[src/hdl/htfd_pkg.sv]
// Shared types, constants and the CRC-8 byte update for the sensor frame decoder.
// Used by every module under hdl/; depends on nothing else.
package htfd_pkg;

   localparam int BYTE_W     = 8;
   localparam int WORD_W     = 16;
   localparam int POS_W      = 3;
   localparam int OFFSET_W   = 11;
   localparam int TEMP_W     = 15;
   localparam int HUM_W      = 14;
   localparam int RSP_DATA_W = 32;
   localparam int RSP_PAD_W  = RSP_DATA_W - TEMP_W - HUM_W;

   localparam logic [BYTE_W-1:0] CRC_POLY = 8'h31;
   localparam logic [BYTE_W-1:0] CRC_INIT = 8'hFF;

   // Byte positions within the six-byte read frame.
   localparam logic [POS_W-1:0] POS_TEMP_MSB = 3'd0;
   localparam logic [POS_W-1:0] POS_TEMP_LSB = 3'd1;
   localparam logic [POS_W-1:0] POS_TEMP_CRC = 3'd2;
   localparam logic [POS_W-1:0] POS_HUM_MSB  = 3'd3;
   localparam logic [POS_W-1:0] POS_HUM_LSB  = 3'd4;
   localparam logic [POS_W-1:0] POS_HUM_CRC  = 3'd5;

   // Scaling: temperature = floor(17500*raw/2^16) - 4500, humidity = floor(10000*raw/2^16).
   localparam int TEMP_PROD_W = WORD_W + TEMP_W;
   localparam int HUM_PROD_W  = WORD_W + HUM_W;
   localparam logic [TEMP_PROD_W-1:0] TEMP_SCALE = 31'd17500;
   localparam logic [HUM_PROD_W-1:0]  HUM_SCALE  = 30'd10000;
   localparam logic signed [TEMP_W:0] TEMP_BIAS  = 16'sd4500;

   localparam int QUEUE_DEPTH = 2;
   localparam int QPTR_W      = (QUEUE_DEPTH > 1) ? $clog2(QUEUE_DEPTH) : 1;
   localparam int QCNT_W      = $clog2(QUEUE_DEPTH + 1);

   typedef struct packed {
      logic [WORD_W-1:0] temp_word;
      logic [WORD_W-1:0] hum_word;
      logic              crc_ok;
   } job_type;

   // CRC-8, polynomial 0x31, MSB first, one byte folded in.
   function automatic logic [BYTE_W-1:0] crc8_byte(input logic [BYTE_W-1:0] crc,
                                                    input logic [BYTE_W-1:0] data);
      logic [BYTE_W-1:0] c;
      c = crc ^ data;
      for (int k = 0; k < BYTE_W; k++) begin
         c = c[BYTE_W-1] ? ((c << 1) ^ CRC_POLY) : (c << 1);
      end
      return c;
   endfunction

endpackage

[src/hdl/htfd_front.sv]
// Front end of the frame decoder: tracks the byte position, runs the CRC and
// assembles the two words. Depends on htfd_pkg; pushes one job per full frame.
module htfd_front (
   input  logic                        clock,
   input  logic                        reset,
   input  logic                        req_tvalid,
   output logic                        req_tready,
   input  logic [htfd_pkg::BYTE_W-1:0] byte_value,
   input  logic                        frame_start,
   input  logic                        queue_full,
   output logic                        push,
   output htfd_pkg::job_type           push_data
);

   logic [htfd_pkg::POS_W-1:0]  pos_ff, pos_in, pos_cur;
   logic [htfd_pkg::BYTE_W-1:0] crc_ff, crc_in, crc_cur;
   logic [htfd_pkg::WORD_W-1:0] tword_ff, tword_in;
   logic [htfd_pkg::WORD_W-1:0] hword_ff, hword_in;
   logic                        good1_ff, good1_in;
   logic                        accept;
   logic                        last_byte;

   assign req_tready = !queue_full;
   assign accept     = req_tvalid && req_tready;

   // A start mark restarts the frame on this very item.
   assign pos_cur = frame_start ? htfd_pkg::POS_TEMP_MSB : pos_ff;
   assign crc_cur = frame_start ? htfd_pkg::CRC_INIT : crc_ff;

   always_comb begin
      pos_in    = pos_ff;
      crc_in    = crc_ff;
      tword_in  = tword_ff;
      hword_in  = hword_ff;
      good1_in  = good1_ff;
      last_byte = 1'b0;
      if (accept) begin
         unique case (pos_cur)
            htfd_pkg::POS_TEMP_MSB: begin
               crc_in   = htfd_pkg::crc8_byte(htfd_pkg::CRC_INIT, byte_value);
               tword_in = {byte_value, tword_ff[htfd_pkg::BYTE_W-1:0]};
               pos_in   = htfd_pkg::POS_TEMP_LSB;
            end
            htfd_pkg::POS_TEMP_LSB: begin
               crc_in   = htfd_pkg::crc8_byte(crc_cur, byte_value);
               tword_in = {tword_ff[htfd_pkg::WORD_W-1:htfd_pkg::BYTE_W], byte_value};
               pos_in   = htfd_pkg::POS_TEMP_CRC;
            end
            htfd_pkg::POS_TEMP_CRC: begin
               good1_in = (crc_cur == byte_value);
               crc_in   = htfd_pkg::CRC_INIT;
               pos_in   = htfd_pkg::POS_HUM_MSB;
            end
            htfd_pkg::POS_HUM_MSB: begin
               crc_in   = htfd_pkg::crc8_byte(htfd_pkg::CRC_INIT, byte_value);
               hword_in = {byte_value, hword_ff[htfd_pkg::BYTE_W-1:0]};
               pos_in   = htfd_pkg::POS_HUM_LSB;
            end
            htfd_pkg::POS_HUM_LSB: begin
               crc_in   = htfd_pkg::crc8_byte(crc_cur, byte_value);
               hword_in = {hword_ff[htfd_pkg::WORD_W-1:htfd_pkg::BYTE_W], byte_value};
               pos_in   = htfd_pkg::POS_HUM_CRC;
            end
            default: begin
               crc_in    = htfd_pkg::CRC_INIT;
               pos_in    = htfd_pkg::POS_TEMP_MSB;
               last_byte = 1'b1;
            end
         endcase
      end
   end

   assign push                = last_byte;
   assign push_data.temp_word = tword_ff;
   assign push_data.hum_word  = hword_ff;
   assign push_data.crc_ok    = good1_ff && (crc_cur == byte_value);

   always_ff @(posedge clock) begin
      if (reset) begin
         pos_ff   <= htfd_pkg::POS_TEMP_MSB;
         crc_ff   <= htfd_pkg::CRC_INIT;
         tword_ff <= '0;
         hword_ff <= '0;
         good1_ff <= 1'b0;
      end else begin
         pos_ff   <= pos_in;
         crc_ff   <= crc_in;
         tword_ff <= tword_in;
         hword_ff <= hword_in;
         good1_ff <= good1_in;
      end
   end

endmodule

[src/hdl/htfd_queue.sv]
// Short job queue between the decoder front end and the scaling back end.
// Depends on htfd_pkg for the job type and depth.
module htfd_queue (
   input  logic              clock,
   input  logic              reset,
   input  logic              push,
   input  htfd_pkg::job_type push_data,
   output logic              full,
   input  logic              pop,
   output logic              pop_valid,
   output htfd_pkg::job_type pop_data
);

   htfd_pkg::job_type          entries_ff [htfd_pkg::QUEUE_DEPTH];
   logic [htfd_pkg::QPTR_W-1:0] wr_ptr_ff, wr_ptr_in;
   logic [htfd_pkg::QPTR_W-1:0] rd_ptr_ff, rd_ptr_in;
   logic [htfd_pkg::QCNT_W-1:0] count_ff, count_in;

   localparam logic [htfd_pkg::QPTR_W-1:0] LAST_PTR = htfd_pkg::QPTR_W'(htfd_pkg::QUEUE_DEPTH - 1);
   localparam logic [htfd_pkg::QCNT_W-1:0] FULL_CNT = htfd_pkg::QCNT_W'(htfd_pkg::QUEUE_DEPTH);

   assign full      = (count_ff == FULL_CNT);
   assign pop_valid = (count_ff != '0);
   assign pop_data  = entries_ff[rd_ptr_ff];

   always_comb begin
      wr_ptr_in = wr_ptr_ff;
      rd_ptr_in = rd_ptr_ff;
      count_in  = count_ff;
      if (push) begin
         wr_ptr_in = (wr_ptr_ff == LAST_PTR) ? '0 : wr_ptr_ff + 1'b1;
      end
      if (pop) begin
         rd_ptr_in = (rd_ptr_ff == LAST_PTR) ? '0 : rd_ptr_ff + 1'b1;
      end
      if (push && !pop) begin
         count_in = count_ff + 1'b1;
      end else if (pop && !push) begin
         count_in = count_ff - 1'b1;
      end
   end

   always_ff @(posedge clock) begin
      if (reset) begin
         wr_ptr_ff <= '0;
         rd_ptr_ff <= '0;
         count_ff  <= '0;
      end else begin
         wr_ptr_ff <= wr_ptr_in;
         rd_ptr_ff <= rd_ptr_in;
         count_ff  <= count_in;
      end
   end

   always_ff @(posedge clock) begin
      if (push) begin
         entries_ff[wr_ptr_ff] <= push_data;
      end
   end

`ifndef NO_ASSERTIONS
   a_no_overflow: assert property (@(posedge clock) disable iff (reset)
      push |-> !full || pop)
      else $error("queue written while full");

   a_no_underflow: assert property (@(posedge clock) disable iff (reset)
      pop |-> pop_valid)
      else $error("queue read while empty");

   a_count_bound: assert property (@(posedge clock) disable iff (reset)
      count_ff <= FULL_CNT)
      else $error("queue count beyond depth");

   a_count_up: assert property (@(posedge clock) disable iff (reset)
      (push && !pop) |=> count_ff == $past(count_ff) + 1'b1)
      else $error("queue count did not follow a write");
`endif

endmodule

[src/hdl/htfd_back.sv]
// Back end of the frame decoder: scales the raw words to centi-units, applies
// the temperature offset and holds the result item. Depends on htfd_pkg.
module htfd_back (
   input  logic                                 clock,
   input  logic                                 reset,
   input  logic                                 job_valid,
   input  htfd_pkg::job_type                    job,
   output logic                                 job_pop,
   input  logic signed [htfd_pkg::OFFSET_W-1:0] temp_offset,
   output logic                                 rsp_tvalid,
   input  logic                                 rsp_tready,
   output logic [htfd_pkg::RSP_DATA_W-1:0]      rsp_tdata,
   output logic                                 rsp_tuser
);

   logic                              s1_valid_ff, s2_valid_ff;
   logic [htfd_pkg::TEMP_W-1:0]       s1_temp_ff, s1_temp_in;
   logic [htfd_pkg::HUM_W-1:0]        s1_hum_ff, s1_hum_in;
   logic                              s1_ok_ff;
   logic [htfd_pkg::TEMP_W-1:0]       s2_temp_ff, s2_temp_in;
   logic [htfd_pkg::HUM_W-1:0]        s2_hum_ff;
   logic                              s2_ok_ff;
   logic [htfd_pkg::TEMP_PROD_W-1:0]  temp_prod;
   logic [htfd_pkg::HUM_PROD_W-1:0]   hum_prod;
   logic signed [htfd_pkg::TEMP_W:0]  temp_sum;
   logic                              s2_load, s1_load;

   // Each stage moves when the one after it is empty or moving.
   assign s2_load = !s2_valid_ff || rsp_tready;
   assign s1_load = !s1_valid_ff || s2_load;
   assign job_pop = job_valid && s1_load;

   assign temp_prod  = htfd_pkg::TEMP_PROD_W'(job.temp_word) * htfd_pkg::TEMP_SCALE;
   assign hum_prod   = htfd_pkg::HUM_PROD_W'(job.hum_word) * htfd_pkg::HUM_SCALE;
   assign s1_temp_in = temp_prod[htfd_pkg::TEMP_PROD_W-1:htfd_pkg::WORD_W];
   assign s1_hum_in  = hum_prod[htfd_pkg::HUM_PROD_W-1:htfd_pkg::WORD_W];

   // The sum cannot leave the 15-bit signed range for any 11-bit offset.
   assign temp_sum = $signed({1'b0, s1_temp_ff}) - htfd_pkg::TEMP_BIAS
                   - $signed({{(htfd_pkg::TEMP_W + 1 - htfd_pkg::OFFSET_W)
                                {temp_offset[htfd_pkg::OFFSET_W-1]}}, temp_offset});
   assign s2_temp_in = temp_sum[htfd_pkg::TEMP_W-1:0];

   always_ff @(posedge clock) begin
      if (reset) begin
         s1_valid_ff <= 1'b0;
         s2_valid_ff <= 1'b0;
      end else begin
         if (s1_load) begin
            s1_valid_ff <= job_valid;
         end
         if (s2_load) begin
            s2_valid_ff <= s1_valid_ff;
         end
      end
   end

   always_ff @(posedge clock) begin
      if (job_pop) begin
         s1_temp_ff <= s1_temp_in;
         s1_hum_ff  <= s1_hum_in;
         s1_ok_ff   <= job.crc_ok;
      end
      if (s2_load && s1_valid_ff) begin
         s2_temp_ff <= s2_temp_in;
         s2_hum_ff  <= s1_hum_ff;
         s2_ok_ff   <= s1_ok_ff;
      end
   end

   assign rsp_tvalid = s2_valid_ff;
   assign rsp_tdata  = {{htfd_pkg::RSP_PAD_W{1'b0}}, s2_hum_ff, s2_temp_ff};
   assign rsp_tuser  = s2_ok_ff;

`ifndef NO_ASSERTIONS
   a_pop_needs_room: assert property (@(posedge clock) disable iff (reset)
      job_pop |-> (!s1_valid_ff || !s2_valid_ff || rsp_tready))
      else $error("job taken with no room in the pipeline");

   a_hold_when_stalled: assert property (@(posedge clock) disable iff (reset)
      (s2_valid_ff && !rsp_tready) |=> s2_valid_ff && $stable(rsp_tdata))
      else $error("result item changed while stalled");

   a_hum_range: assert property (@(posedge clock) disable iff (reset)
      s1_valid_ff |-> s1_hum_ff < 14'd10000)
      else $error("scaled humidity out of range");
`endif

endmodule

[src/hdl/humidity_temp_frame_decoder.sv]
// Top level of the temperature/humidity sensor frame decoder.
// Depends on htfd_pkg, htfd_front, htfd_queue and htfd_back.
//
// Usage:
//   req_*  : one received frame byte per item, tdata = byte, tuser = frame start.
//   rsp_*  : one result item per complete six-byte frame.
//   csr_*  : write of the signed temperature offset in hundredths of a degree;
//            write it only while no frame is in flight.
// Throughput is one byte per cycle while the two-entry job queue has room; the front
// end keeps accepting bytes then, also while a finished result waits at the output.
// The job of a finished frame is written into the queue, then registered in the multiply
// stage and in the offset stage, whose register drives the rsp_* outputs.
// A start mark on a byte drops any partial frame and restarts the CRC.
// When the receiver stalls, the result holds; the queue then fills and
// req_tready falls only when the queue is full.
// Reset (synchronous, active high) clears the byte position, CRC state, words,
// the queue and the pipeline, and sets the offset to zero.
module humidity_temp_frame_decoder (
   input  logic                                 clock,
   input  logic                                 reset,
   input  logic                                 req_tvalid,
   output logic                                 req_tready,
   input  logic [htfd_pkg::BYTE_W-1:0]          req_tdata,  // [7:0] byte_value
   input  logic                                 req_tuser,  // [0] frame_start
   output logic                                 rsp_tvalid,
   input  logic                                 rsp_tready,
   output logic [htfd_pkg::RSP_DATA_W-1:0]      rsp_tdata,  // [14:0] temperature_centi,
                                                             // [28:15] humidity_centi, rest 0
   output logic                                 rsp_tuser,  // [0] crc_ok
   input  logic                                 csr_valid,
   output logic                                 csr_ready,
   input  logic [htfd_pkg::OFFSET_W-1:0]        csr_data
);

   logic [htfd_pkg::OFFSET_W-1:0] offset_ff;
   logic                          push, queue_full, pop, pop_valid;
   htfd_pkg::job_type             push_data, pop_data;

   assign csr_ready = 1'b1;

   always_ff @(posedge clock) begin
      if (reset) begin
         offset_ff <= '0;
      end else if (csr_valid && csr_ready) begin
         offset_ff <= csr_data;
      end
   end

   htfd_front u_front (
      .clock       (clock),
      .reset       (reset),
      .req_tvalid  (req_tvalid),
      .req_tready  (req_tready),
      .byte_value  (req_tdata),
      .frame_start (req_tuser),
      .queue_full  (queue_full),
      .push        (push),
      .push_data   (push_data)
   );

   htfd_queue u_queue (
      .clock     (clock),
      .reset     (reset),
      .push      (push),
      .push_data (push_data),
      .full      (queue_full),
      .pop       (pop),
      .pop_valid (pop_valid),
      .pop_data  (pop_data)
   );

   htfd_back u_back (
      .clock       (clock),
      .reset       (reset),
      .job_valid   (pop_valid),
      .job         (pop_data),
      .job_pop     (pop),
      .temp_offset ($signed(offset_ff)),
      .rsp_tvalid  (rsp_tvalid),
      .rsp_tready  (rsp_tready),
      .rsp_tdata   (rsp_tdata),
      .rsp_tuser   (rsp_tuser)
   );

endmodule
[config.mk]
export PLATFORM = sky130hd
export DESIGN_NAME = humidity_temp_frame_decoder
export DESIGN_NICKNAME = d
export VERILOG_FILES = /design/src/hdl/htfd_pkg.sv /design/src/hdl/htfd_front.sv /design/src/hdl/htfd_queue.sv /design/src/hdl/htfd_back.sv /design/src/hdl/humidity_temp_frame_decoder.sv
export SDC_FILE = /design/constraint.sdc
export NUM_CORES = 1
export LEC_CHECK = 0
export ABC_AREA = 1
export BUFFER_PORTS_ARGS = -buffer_cell sky130_fd_sc_hd__buf_2
export CORE_AREA = 5 5 182 184
export DETAILED_ROUTE_END_ITERATION = 6
export DIE_AREA = 0 0 187 189
export PLACE_DENSITY = 0.62
export SLEW_MARGIN = 20
export SYNTH_ARGS = -nofsm -noshare
export SYNTH_HDL_FRONTEND = slang
export SYNTH_SLANG_ARGS = --single-unit
export TNS_END_PERCENT = 30
[constraint.sdc]
create_clock -name clock -period 6.4 [get_ports clock]
set_input_delay 1.28 -clock clock [delete_from_list [all_inputs] [get_ports clock]]
set_output_delay 1.28 -clock clock [all_outputs]
set_load 0.005 [all_outputs]
==> flow_summary_export.csv, run 1 <==
group,metric,value,unit
worst_hold_path,timing.hold.worst_endpoint,"u_back.s2_hum_ff[3]",
cts,cts-root-buf,"sky130_fd_sc_hd__clkbuf_16",
worst_setup_path,timing.reg2reg.setup_slack,0.95,ns
finish,drive_gt1_share,9.17,%
finish,growth_of_design_area_from_synthesis_to_finish,9.20,%
floorplanning,coreArea,31200,um2
worst_setup_path,critPathArrivalTime,5.64,ns
timing,grt_setup_unrepaired,"no",
logic_synthesis,ys_seq_area_share,36.4,%
logic_synthesis,postSynthRegisterBits,188,
cts,post_cts_setup_buffer_count,0,
finish,mostFrequentLayoutCell,"sky130_fd_sc_hd__inv_1",
worst_hold_path,worstHoldPathType,"reg -> reg",
worst_setup_path,worst-r2r-cell-count,20,
worst_hold_path,start_point_of_the_worst_hold_path,"u_back.s1_hum_ff[3]",
worst_setup_path,critical_path.slowest_cell,"sky130_fd_sc_hd__dfxtp_2",
floorplanning,floorplan.io_pins,61,
floorplanning,fp.dieArea,35300,um2
logic_synthesis,synthTopCellsByArea,"sky130_fd_sc_hd__edfxtp_1 (27%), sky130_fd_sc_hd__ha_1 (17%), sky130_fd_sc_hd__fa_1 (11%)",
logic_synthesis,synthDominantAreaCellType,"sky130_fd_sc_hd__edfxtp_1",
timing,clock_skew,0.00909,ns
cts,clock_latency,0.44,ns
detailed_routing,met3_wirelength,1050,um
timing,finalCriticalPeriod,5.45,ns
cts,h-tree-depth,4,
detailed_routing,antenna_left,0,
worst_setup_path,crit_path_end_kind,"flop",
logic_synthesis,synthesis.area,13800,um2
floorplanning,core.rowCount,65,
cts,cts_tree,"done",
timing,timing.final.setup_violations,0,
grt,grt_pass1_wl,48600,um
placement,io_buffer_count,56,
grt,grt_max_degree,44,
worst_hold_path,whs_path_depth,0,
timing,slew_viol_final,0,
placement,globalplace.congestion,0.851,
cts,post_cts.resized_instances,0,
finish,number_of_diodes,0,
timing,final.period_utilization,85.1,%
cts,cts-buffers-inserted,17,
timing,hold_viol,0,
logic_synthesis,post_synthesis_mean_instance_area,9.46,um2
worst_setup_path,setup.worst_path.class,"reg -> reg",
timing,achievable-frequency,184,MHz
detailed_routing,detail_route.wirelength,28100,um
flow_run,timing.max_cap.violations,0,
worst_setup_path,regToRegEndpoint,"u_back.s1_temp_ff[6]",
worst_setup_path,timing.critical_path.required,6.59,ns
floorplanning,fp.dieW,187,um
detailed_routing,mean_number_of_vias_per_cell,4.95,
timing,worst_pin_slew,1.08,ns
timing,slew_headroom,27.8,%
worst_setup_path,cpLargestDelayFamily,"adder cells",
logic_synthesis,yosysWarningCount,0,
worst_setup_path,worstSetupStartpointType,"flop",
detailed_routing,dr_wl_met2,12900,um
grt,first_global_vias,9946,
cts,clock_path_buffers,2,
worst_setup_path,timing.critical_path.fanout_max,43,
detailed_routing,m1WireLength,13600,um
detailed_routing,drt_first_pass_iters,5,
worst_setup_path,slowest_delay,0.82,ns
worst_setup_path,crit_chain,"nand2_1, o21ai_0, inv_1, ha_1, inv_1, fa_1, inv_1, ha_1, fa_1, inv_1, fa_1, inv_1, ha_1, nand2_1, nor4_1, nand2_1, nand3_1, nand2_1, nand2_1, xor2_1",
detailed_routing,top_layer_used_by_detailed_routing,"met4",
cts,ctsHoldBuffers,0,
detailed_routing,dr_total_vias,9539,
worst_setup_path,worstPathBufferInverterCount,5,
finish,layout.nets,1809,
detailed_routing,wire_per_inst,14.6,um
floorplanning,die_h,189,um
timing,tns_setup,0,ns
logic_synthesis,syn_inst,1460,
grt,globalRouteOverflowTotal,0,
cts,clk_pin_slew_worst_paths,0.07,ns
finish,most-common-layout-cells,"sky130_fd_sc_hd__inv_1 (278), sky130_fd_sc_hd__nand2_1 (209), sky130_fd_sc_hd__ha_1 (191), sky130_fd_sc_hd__edfxtp_1 (126), sky130_fd_sc_hd__a21oi_1 (107)",
floorplanning,initial_utilization,44.2,%
logic_synthesis,synthDistinctLibCells,45,
logic_synthesis,fraction_of_post_synthesis_cell_area_in_the_top_cell_type_by_area,27.4,%
placement,detailedPlacementHpwl,22600,um
cts,cts.sinks,188,
grt,grt.total_usage,16.7,%
detailed_routing,post-route-drc-count,0,
detailed_routing,drt_first_iter_violations,391,
run_status,outcome,"complete, no violations",
grt,grt_antenna_before_repair,0,
logic make-up (layout without fill, tap and decap cells):
logic type | after synthesis | in the layout | synth area share [%]
AOI/OAI and AO/OA | 231 | 231 | 8.99
xor gates and xnor gates | 62 | 62 | 4.15
adders and majority gates | 270 | 270 | 28.7
buffers and inverters | 310 | 375 | 8.72
DFF | 188 | 188 | 36.4
muxes | 15 | 15 | 1.22
other | 2 | 4 | 0.0544
and+or+nand+nor | 382 | 382 | 11.7
worst max path at each step:
| stage | startpoint | end | slack (ns) | depth (start not counted) |
|---|---|---|---|---|
| final | flop | u_back.s1_temp_ff[6] | 0.95 | 20 |
| after global routing | flop | u_back.s1_temp_ff[12] | 0.45 | 20 |
| after CTS | flop | u_back.s1_temp_ff[6] | 0.90 | 20 |
| after floorplan | flop | u_back.s1_temp_ff[11] | 1.45 | 24 |
| after detailed placement | flop | u_back.s1_temp_ff[6] | 0.91 | 20 |
| after global placement | flop | u_back.s1_temp_ff[6] | 0.92 | 20 |
cell type report:
| class | instances | area [um2] |
|---|---|---|
| flip-flops and latches | 188 | 5030 |
| repair buffers | 60 | 310 |
| clock buffers | 18 | 429 |
| inverters | 283 | 1060 |
| multi-input cells | 964 | 7610 |
| clock inverters | 14 | 146 |
| fillers | 2951 | 16100 |
| well taps | 402 | 503 |
cell usage after synthesis, drive strengths merged:
| cell type | count |
|---|---|
| a211oi | 3 |
| edfxtp | 126 |
| nand2 | 212 |
| o31ai | 2 |
| buf | 15 |
| fa | 79 |
| o21bai | 8 |
| a31oi | 4 |
| a21o | 6 |
| nor3 | 9 |
| conb | 2 |
| o211ai | 3 |
| o21a | 4 |
| ha | 191 |
| mux2 | 15 |
| nor3b | 1 |
| nand4 | 4 |
| a21oi | 109 |
| or2 | 4 |
| dfxtp | 62 |
| xor2 | 37 |
| inv | 282 |
| clkbuf | 12 |
| a41oi | 1 |
| xnor2 | 25 |
| nor4 | 6 |
| clkinv | 1 |
| o221a | 1 |
| nor2 | 87 |
| a21boi | 1 |
| nand3 | 59 |
| o21ai | 89 |
metal layers:
layer  GRT usage, %  up-vias
met5              0        -
met4           4.75        0
met3           3.28       34
met2           27.7      188
met1           22.4     4420
li1               -     4897
flip-flops by register name, summed over array words and instances, names as in the netlist, 2 cells and up, named ones only:
name / count
u_queue.count_ff: 2
u_front.pos_ff: 3
u_queue.entries_ff: 66
u_front.hword_ff: 16
u_back.s1_hum_ff: 14
u_front.tword_ff: 16
u_back.s2_hum_ff: 14
u_back.s2_temp_ff: 15
u_back.s1_temp_ff: 15
offset_ff: 11
u_front.crc_ff: 8
through the flow:
step | hold slack, ns | area, um2 | setup slack [ns] | util (%) | instances
floorplan | 0.400 | 13800 | 1.45 | - | 1462
global placement | 0.401 | 14500 | 0.916 | 46.5 | 1897
detailed placement | 0.408 | 14500 | 0.912 | 46.5 | 1897
CTS | 0.425 | 15100 | 0.895 | 48.3 | 1929
global route | 0.432 | 15100 | 0.447 | 48.3 | 1929
finish | 0.422 | 15100 | 0.951 | 48.3 | 1929
Power of run 1 is left out: the tool's default activity adds up to more than one toggle a clock period on the data nets, which glitch-free logic cannot reach.
==> inputs of run 2 (changes only) <==
- RECOVER_POWER: default -> 50
==> run 2 against run 1 <==
Effect of this change: the flow now finishes with violations (capacitance limit, slew limit); sequential share of layout area increased by 0.12 points; critical path depth did not move; utilization decreased by 0.17 points; via count decreased by 0.20%; global-route usage did not move; maximum frequency barely moved; worst setup slack better by 0.00050 ns; count of clock-buffer cells in the layout did not move; final cell count unchanged; register-to-register slack about the same; routed wire length grew 0.17%; worst hold slack stayed put; critical path type unchanged; highest routed layer unchanged.
==> flow_summary_export.csv, run 2 (synthesis results as in run 1) <==
group,metric,value,unit
cts,ctsHoldBuffers,0,
run_status,violations,"capacitance limit, slew limit",
worst_setup_path,timing.critical_path.required,6.59,ns
timing,slew_viol_final,31,
timing,clock_skew,0.00956,ns
cts,cts-root-buf,"sky130_fd_sc_hd__clkbuf_16",
worst_hold_path,start_point_of_the_worst_hold_path,"u_back.s1_hum_ff[3]",
worst_setup_path,crit_path_end_kind,"flop",
cts,h-tree-depth,4,
timing,fin_worst_hold_slack,0.422,ns
floorplanning,core.rowCount,65,
cts,post_cts.resized_instances,0,
timing,timing.final.setup_violations,0,
finish,most-common-layout-cells,"sky130_fd_sc_hd__inv_1 (280), sky130_fd_sc_hd__nand2_1 (209), sky130_fd_sc_hd__ha_1 (191), sky130_fd_sc_hd__edfxtp_1 (126), sky130_fd_sc_hd__a21oi_1 (108)",
timing,worst_pin_slew,3.13,ns
floorplanning,fp.dieArea,35300,um2
grt,first_global_vias,9946,
finish,max_reg_flops,66,
placement,detailedPlacementHpwl,22600,um
worst_hold_path,worstHoldPathType,"reg -> reg",
detailed_routing,mean_number_of_vias_per_cell,4.94,
floorplanning,die_h,189,um
worst_setup_path,worstSetupStartpointType,"flop",
timing,tns_setup,0,ns
grt,globalRouteOverflowTotal,0,
floorplanning,coreArea,31200,um2
placement,place_area,14500,um2
cts,post_cts_setup_buffer_count,0,
worst_setup_path,setup.worst_path.class,"reg -> reg",
timing,final.period_utilization,85.1,%
detailed_routing,post-route-drc-count,0,
cts,clk_pin_slew_worst_paths,0.07,ns
finish,growth_of_design_area_from_synthesis_to_finish,8.82,%
grt,grt_max_degree,44,
finish,layout_top_registers,"u_queue.entries_ff x66, u_front.hword_ff x16, u_front.tword_ff x16",
finish,top_register,"u_queue.entries_ff",
finish,number_of_diodes,0,
floorplanning,initial_utilization,44.2,%
finish,mostFrequentLayoutCell,"sky130_fd_sc_hd__inv_1",
timing,slew_headroom,-109,%
grt,grt_antenna_before_repair,0,
placement,globalplace.congestion,0.851,
cts,cts.sinks,188,
detailed_routing,drt_first_iter_violations,382,
detailed_routing,detail_route.wirelength,28100,um
grt,grt.total_usage,16.7,%
worst_setup_path,timing.critical_path.fanout_max,43,
flow_run,timing.max_cap.violations,1,
placement,io_buffer_count,56,
cts,cts_tree,"done",
timing,grt_setup_unrepaired,"no",
cts,clock_path_buffers,2,
timing,hold_viol,0,
floorplanning,fp.dieW,187,um
timing,achievable-frequency,184,MHz
detailed_routing,antenna_left,0,
timing,finalCriticalPeriod,5.45,ns
finish,drive_gt1_share,7.14,%
grt,grt_pass1_wl,48600,um
finish,final_area,15000,um2
detailed_routing,dr_total_vias,9520,
run_status,outcome,"finished with violations",
cts,clock_latency,0.44,ns
worst_setup_path,critPathArrivalTime,5.64,ns
floorplanning,floorplan.io_pins,61,
detailed_routing,wire_per_inst,14.6,um
finish,layout.nets,1809,
detailed_routing,drt_first_pass_iters,5,
cts,cts-buffers-inserted,17,
## run 2: cell count changes in the layout (fill, tap and decap cells not counted), sizes merged
| cell | change |
|---|---|
| buf | -27 |
| clkbuf | +27 |
## run 2: routing by layer
layer / global-route usage, % / routed length, um
met5: 0 / 0
met2: 27.7 / 12900
met4: 4.75 / 561
met3: 3.28 / 1040
met1: 22.4 / 13700
## run 2: stage by stage
step           setup slack [ns]  utilization, %  std cells
2_1_floorplan              1.45               -       1462
3_3_place_gp              0.916            46.5       1897
3_5_place_dp              0.912            46.5       1897
4_1_cts                   0.895            48.3       1929
5_1_grt                   0.447            48.1       1929
6_report                  0.952            48.1       1929
## run 2: path summary, 6_finish.rpt
kind	endpoint	cells past startpoint	slack (ns)
worst max register to register	u_back.s1_temp_ff[6]	20	0.95
worst min register to register	u_back.s2_hum_ff[3]	0	0.42
worst min-delay path	u_back.s2_hum_ff[3]	0	0.42
worst max-delay path	u_back.s1_temp_ff[6]	20	0.95
## run 2: cell type report
class                   instances  area (um2)
clock inverters                14         146
multi-input cells             964        7590
fillers                      2969       16200
inverters                     283        1060
well taps                     402         503
repair buffers                 60         277
flip-flops and latches        188        5030
clock buffers                  18         429
## run 2: worst max-delay path, stage by stage, from the launching register on
cell	delay, ns
sky130_fd_sc_hd__dfxtp_2	0.82
sky130_fd_sc_hd__nand2_1	0.10
sky130_fd_sc_hd__o21ai_0	0.25
sky130_fd_sc_hd__inv_1	0.28
sky130_fd_sc_hd__ha_1	0.35
sky130_fd_sc_hd__inv_1	0.05
sky130_fd_sc_hd__fa_1	0.50
sky130_fd_sc_hd__inv_1	0.04
sky130_fd_sc_hd__ha_1	0.29
sky130_fd_sc_hd__fa_1	0.48
sky130_fd_sc_hd__inv_1	0.05
sky130_fd_sc_hd__fa_1	0.52
sky130_fd_sc_hd__inv_1	0.04
sky130_fd_sc_hd__ha_1	0.36
sky130_fd_sc_hd__nand2_1	0.12
sky130_fd_sc_hd__nor4_1	0.43
sky130_fd_sc_hd__nand2_1	0.10
sky130_fd_sc_hd__nand3_1	0.12
sky130_fd_sc_hd__nand2_1	0.06
sky130_fd_sc_hd__nand2_1	0.13
sky130_fd_sc_hd__xor2_1	0.08
Power of run 2 is left out for the same reason.
==> inputs of run 3 (changes only) <==
--- a/config.mk
+++ b/config.mk
@@ -17,3 +17,3 @@
 export SYNTH_HDL_FRONTEND = slang
 export SYNTH_SLANG_ARGS = --single-unit
-export TNS_END_PERCENT = 30
+export TNS_END_PERCENT = 5
==> constraint.sdc (replaced) <==
create_clock -name clock -period 6.4 [get_ports clock]
set_input_delay 0.64 -clock clock [delete_from_list [all_inputs] [get_ports clock]]
set_output_delay 0.64 -clock clock [all_outputs]
set_load 0.005 [all_outputs]
==> run 3 against run 2 <==
Effect of this change: the flow still finishes with violations (capacitance limit, slew limit); worst setup slack improved by 0.0053 ns; utilization barely moved; via count about the same; final cell count did not move; critical path depth did not move; register-to-register slack about the same; first-iteration DRC count grew 3.1%; routed wire length barely moved; sequential share of layout area hardly changed; worst hold slack hardly changed; sequential cell count did not move; largest cell class unchanged.
==> flow_summary_export.csv, run 3 (synthesis results as in run 1) <==
group,metric,value,unit
run_status,outcome,"finished with violations",
run_status,violations,"capacitance limit, slew limit",
timing,slew_viol_final,65,
cts,clk_pin_slew_worst_paths,0.07,ns
timing,achievable-frequency,184,MHz
timing,grt_setup_unrepaired,"no",
finish,mostFrequentLayoutCell,"sky130_fd_sc_hd__inv_1",
timing,hold_viol,0,
floorplanning,core.rowCount,65,
cts,cts_tree,"done",
worst_setup_path,critical_path.slowest_cell,"sky130_fd_sc_hd__dfxtp_2",
floorplanning,initial_utilization,44.2,%
finish,max_reg_flops,66,
grt,grt_antenna_before_repair,0,
placement,detailedPlacementHpwl,22600,um
cts,clock_latency,0.44,ns
worst_setup_path,slowest_delay,0.82,ns
finish,finish.utilization,48.2,%
finish,count_of_non_filler_cells_in_the_finished_layout,1929,
worst_setup_path,timing.critical_path.required,6.59,ns
flow_run,timing.max_cap.violations,2,
grt,grt_max_degree,44,
finish,num-fill-cells,2968,
detailed_routing,drt_first_pass_iters,5,
timing,clock_skew,0.00954,ns
worst_setup_path,timing.critical_path.fanout_max,43,
cts,h-tree-depth,4,
detailed_routing,drt_first_iter_violations,394,
worst_setup_path,critPathArrivalTime,5.63,ns
worst_hold_path,worstHoldPathType,"in -> reg",
grt,grt.total_usage,16.7,%
timing,slew_headroom,-109,%
floorplanning,floorplan.io_pins,61,
cts,cts.sinks,188,
floorplanning,fp.dieW,187,um
finish,most-common-layout-cells,"sky130_fd_sc_hd__inv_1 (279), sky130_fd_sc_hd__nand2_1 (209), sky130_fd_sc_hd__ha_1 (191), sky130_fd_sc_hd__edfxtp_1 (126), sky130_fd_sc_hd__a21oi_1 (108)",
floorplanning,coreArea,31200,um2
worst_setup_path,worstSetupStartpointType,"flop",
finish,layout.nets,1809,
finish,drive_gt1_share,7.20,%
worst_setup_path,crit_path_end,"u_back.s1_temp_ff[6]",
timing,finalCriticalPeriod,5.44,ns
detailed_routing,antenna_left,0,
placement,place_area,14500,um2
grt,globalRouteOverflowTotal,0,
worst_setup_path,worst-r2r-cell-count,20,
worst_setup_path,regToRegEndpoint,"u_back.s1_temp_ff[6]",
detailed_routing,mean_number_of_vias_per_cell,4.93,
timing,timing.final.setup_violations,0,
cts,ctsHoldBuffers,0,
cts,post_cts.resized_instances,0,
cts,clock_path_buffers,2,
cts,cts-root-buf,"sky130_fd_sc_hd__clkbuf_16",
timing,final.period_utilization,85.0,%
cts,post_cts_setup_buffer_count,0,
timing,tns_setup,0,ns
placement,placed_cells_incl_taps,1897,
worst_setup_path,crit_chain,"nand2_1, o21ai_0, inv_1, ha_1, inv_1, fa_1, inv_1, ha_1, fa_1, inv_1, fa_1, inv_1, ha_1, nand2_1, nor4_1, nand2_1, nand3_1, nand2_1, nand2_1, xor2_1",
placement,globalplace.congestion,0.851,
worst_setup_path,setup.worst_path.class,"reg -> reg",
worst_setup_path,timing.reg2reg.setup_slack,0.96,ns
cts,cts-buffers-inserted,17,
placement,io_buffer_count,56,
detailed_routing,dr_total_vias,9514,
finish,top_register,"u_queue.entries_ff",
detailed_routing,wire_per_inst,14.6,um
grt,first_global_vias,9946,
detailed_routing,post-route-drc-count,0,
timing,worst_pin_slew,3.13,ns
detailed_routing,detail_route.wirelength,28100,um
finish,growth_of_design_area_from_synthesis_to_finish,8.85,%
floorplanning,die_h,189,um
finish,number_of_diodes,0,
finish,layout_top_registers,"u_queue.entries_ff x66, u_front.hword_ff x16, u_front.tword_ff x16",
finish,final_area,15000,um2
worst_setup_path,crit_path_end_kind,"flop",
floorplanning,fp.dieArea,35300,um2
worst_hold_path,whs_path_depth,3,
grt,grt_pass1_wl,48600,um
[run 3: final cells by class]
type | instances | area, um2 | share of cell area, %
Tap cell | 402 | 503 | 3.34
Multi-Input combinational cell | 964 | 7600 | 50.5
Clock inverter | 14 | 146 | 0.973
Inverter | 283 | 1060 | 7.06
Sequential cell | 188 | 5030 | 33.4
Clock buffer | 18 | 429 | 2.85
Timing Repair Buffer | 60 | 273 | 1.81
[run 3: worst min-delay path by stage]
stage	start	to	slack (ns)
detailed placement	u_back.s1_hum_ff[3]	u_back.s2_hum_ff[3]	0.41
global placement	u_back.s1_hum_ff[13]	u_back.s2_hum_ff[13]	0.40
global route	csr_data[9]	offset_ff[9]	0.42
finish	csr_data[9]	offset_ff[9]	0.42
floorplan	u_back.s1_ok_ff	u_back.rsp_tuser	0.40
CTS	csr_data[9]	offset_ff[9]	0.40
[run 3: per-stage QoR]
step | setup WS [ns] | hold slack, ns
global route | 0.447 | 0.421
CTS | 0.895 | 0.402
detailed placement | 0.912 | 0.408
global placement | 0.916 | 0.401
floorplan | 1.45 | 0.400
finish | 0.957 | 0.422
[run 3: critical path, delay by kind of cell (launching register included)]
kind | cells | cell delay [ns]
fa+ha+maj | 6 | 2.50
simple gates | 7 | 1.05
flops | 1 | 0.82
buf+inv | 5 | 0.46
compound gates | 1 | 0.25
xor+xnor | 1 | 0.08
[run 3: layer usage]
layer  wire [um]  GRT usage, %
met5           0             0
met1       13600          22.4
met4         561          4.75
met2       12900          27.7
met3        1030          3.28
Power of run 3 is left out for the same reason.
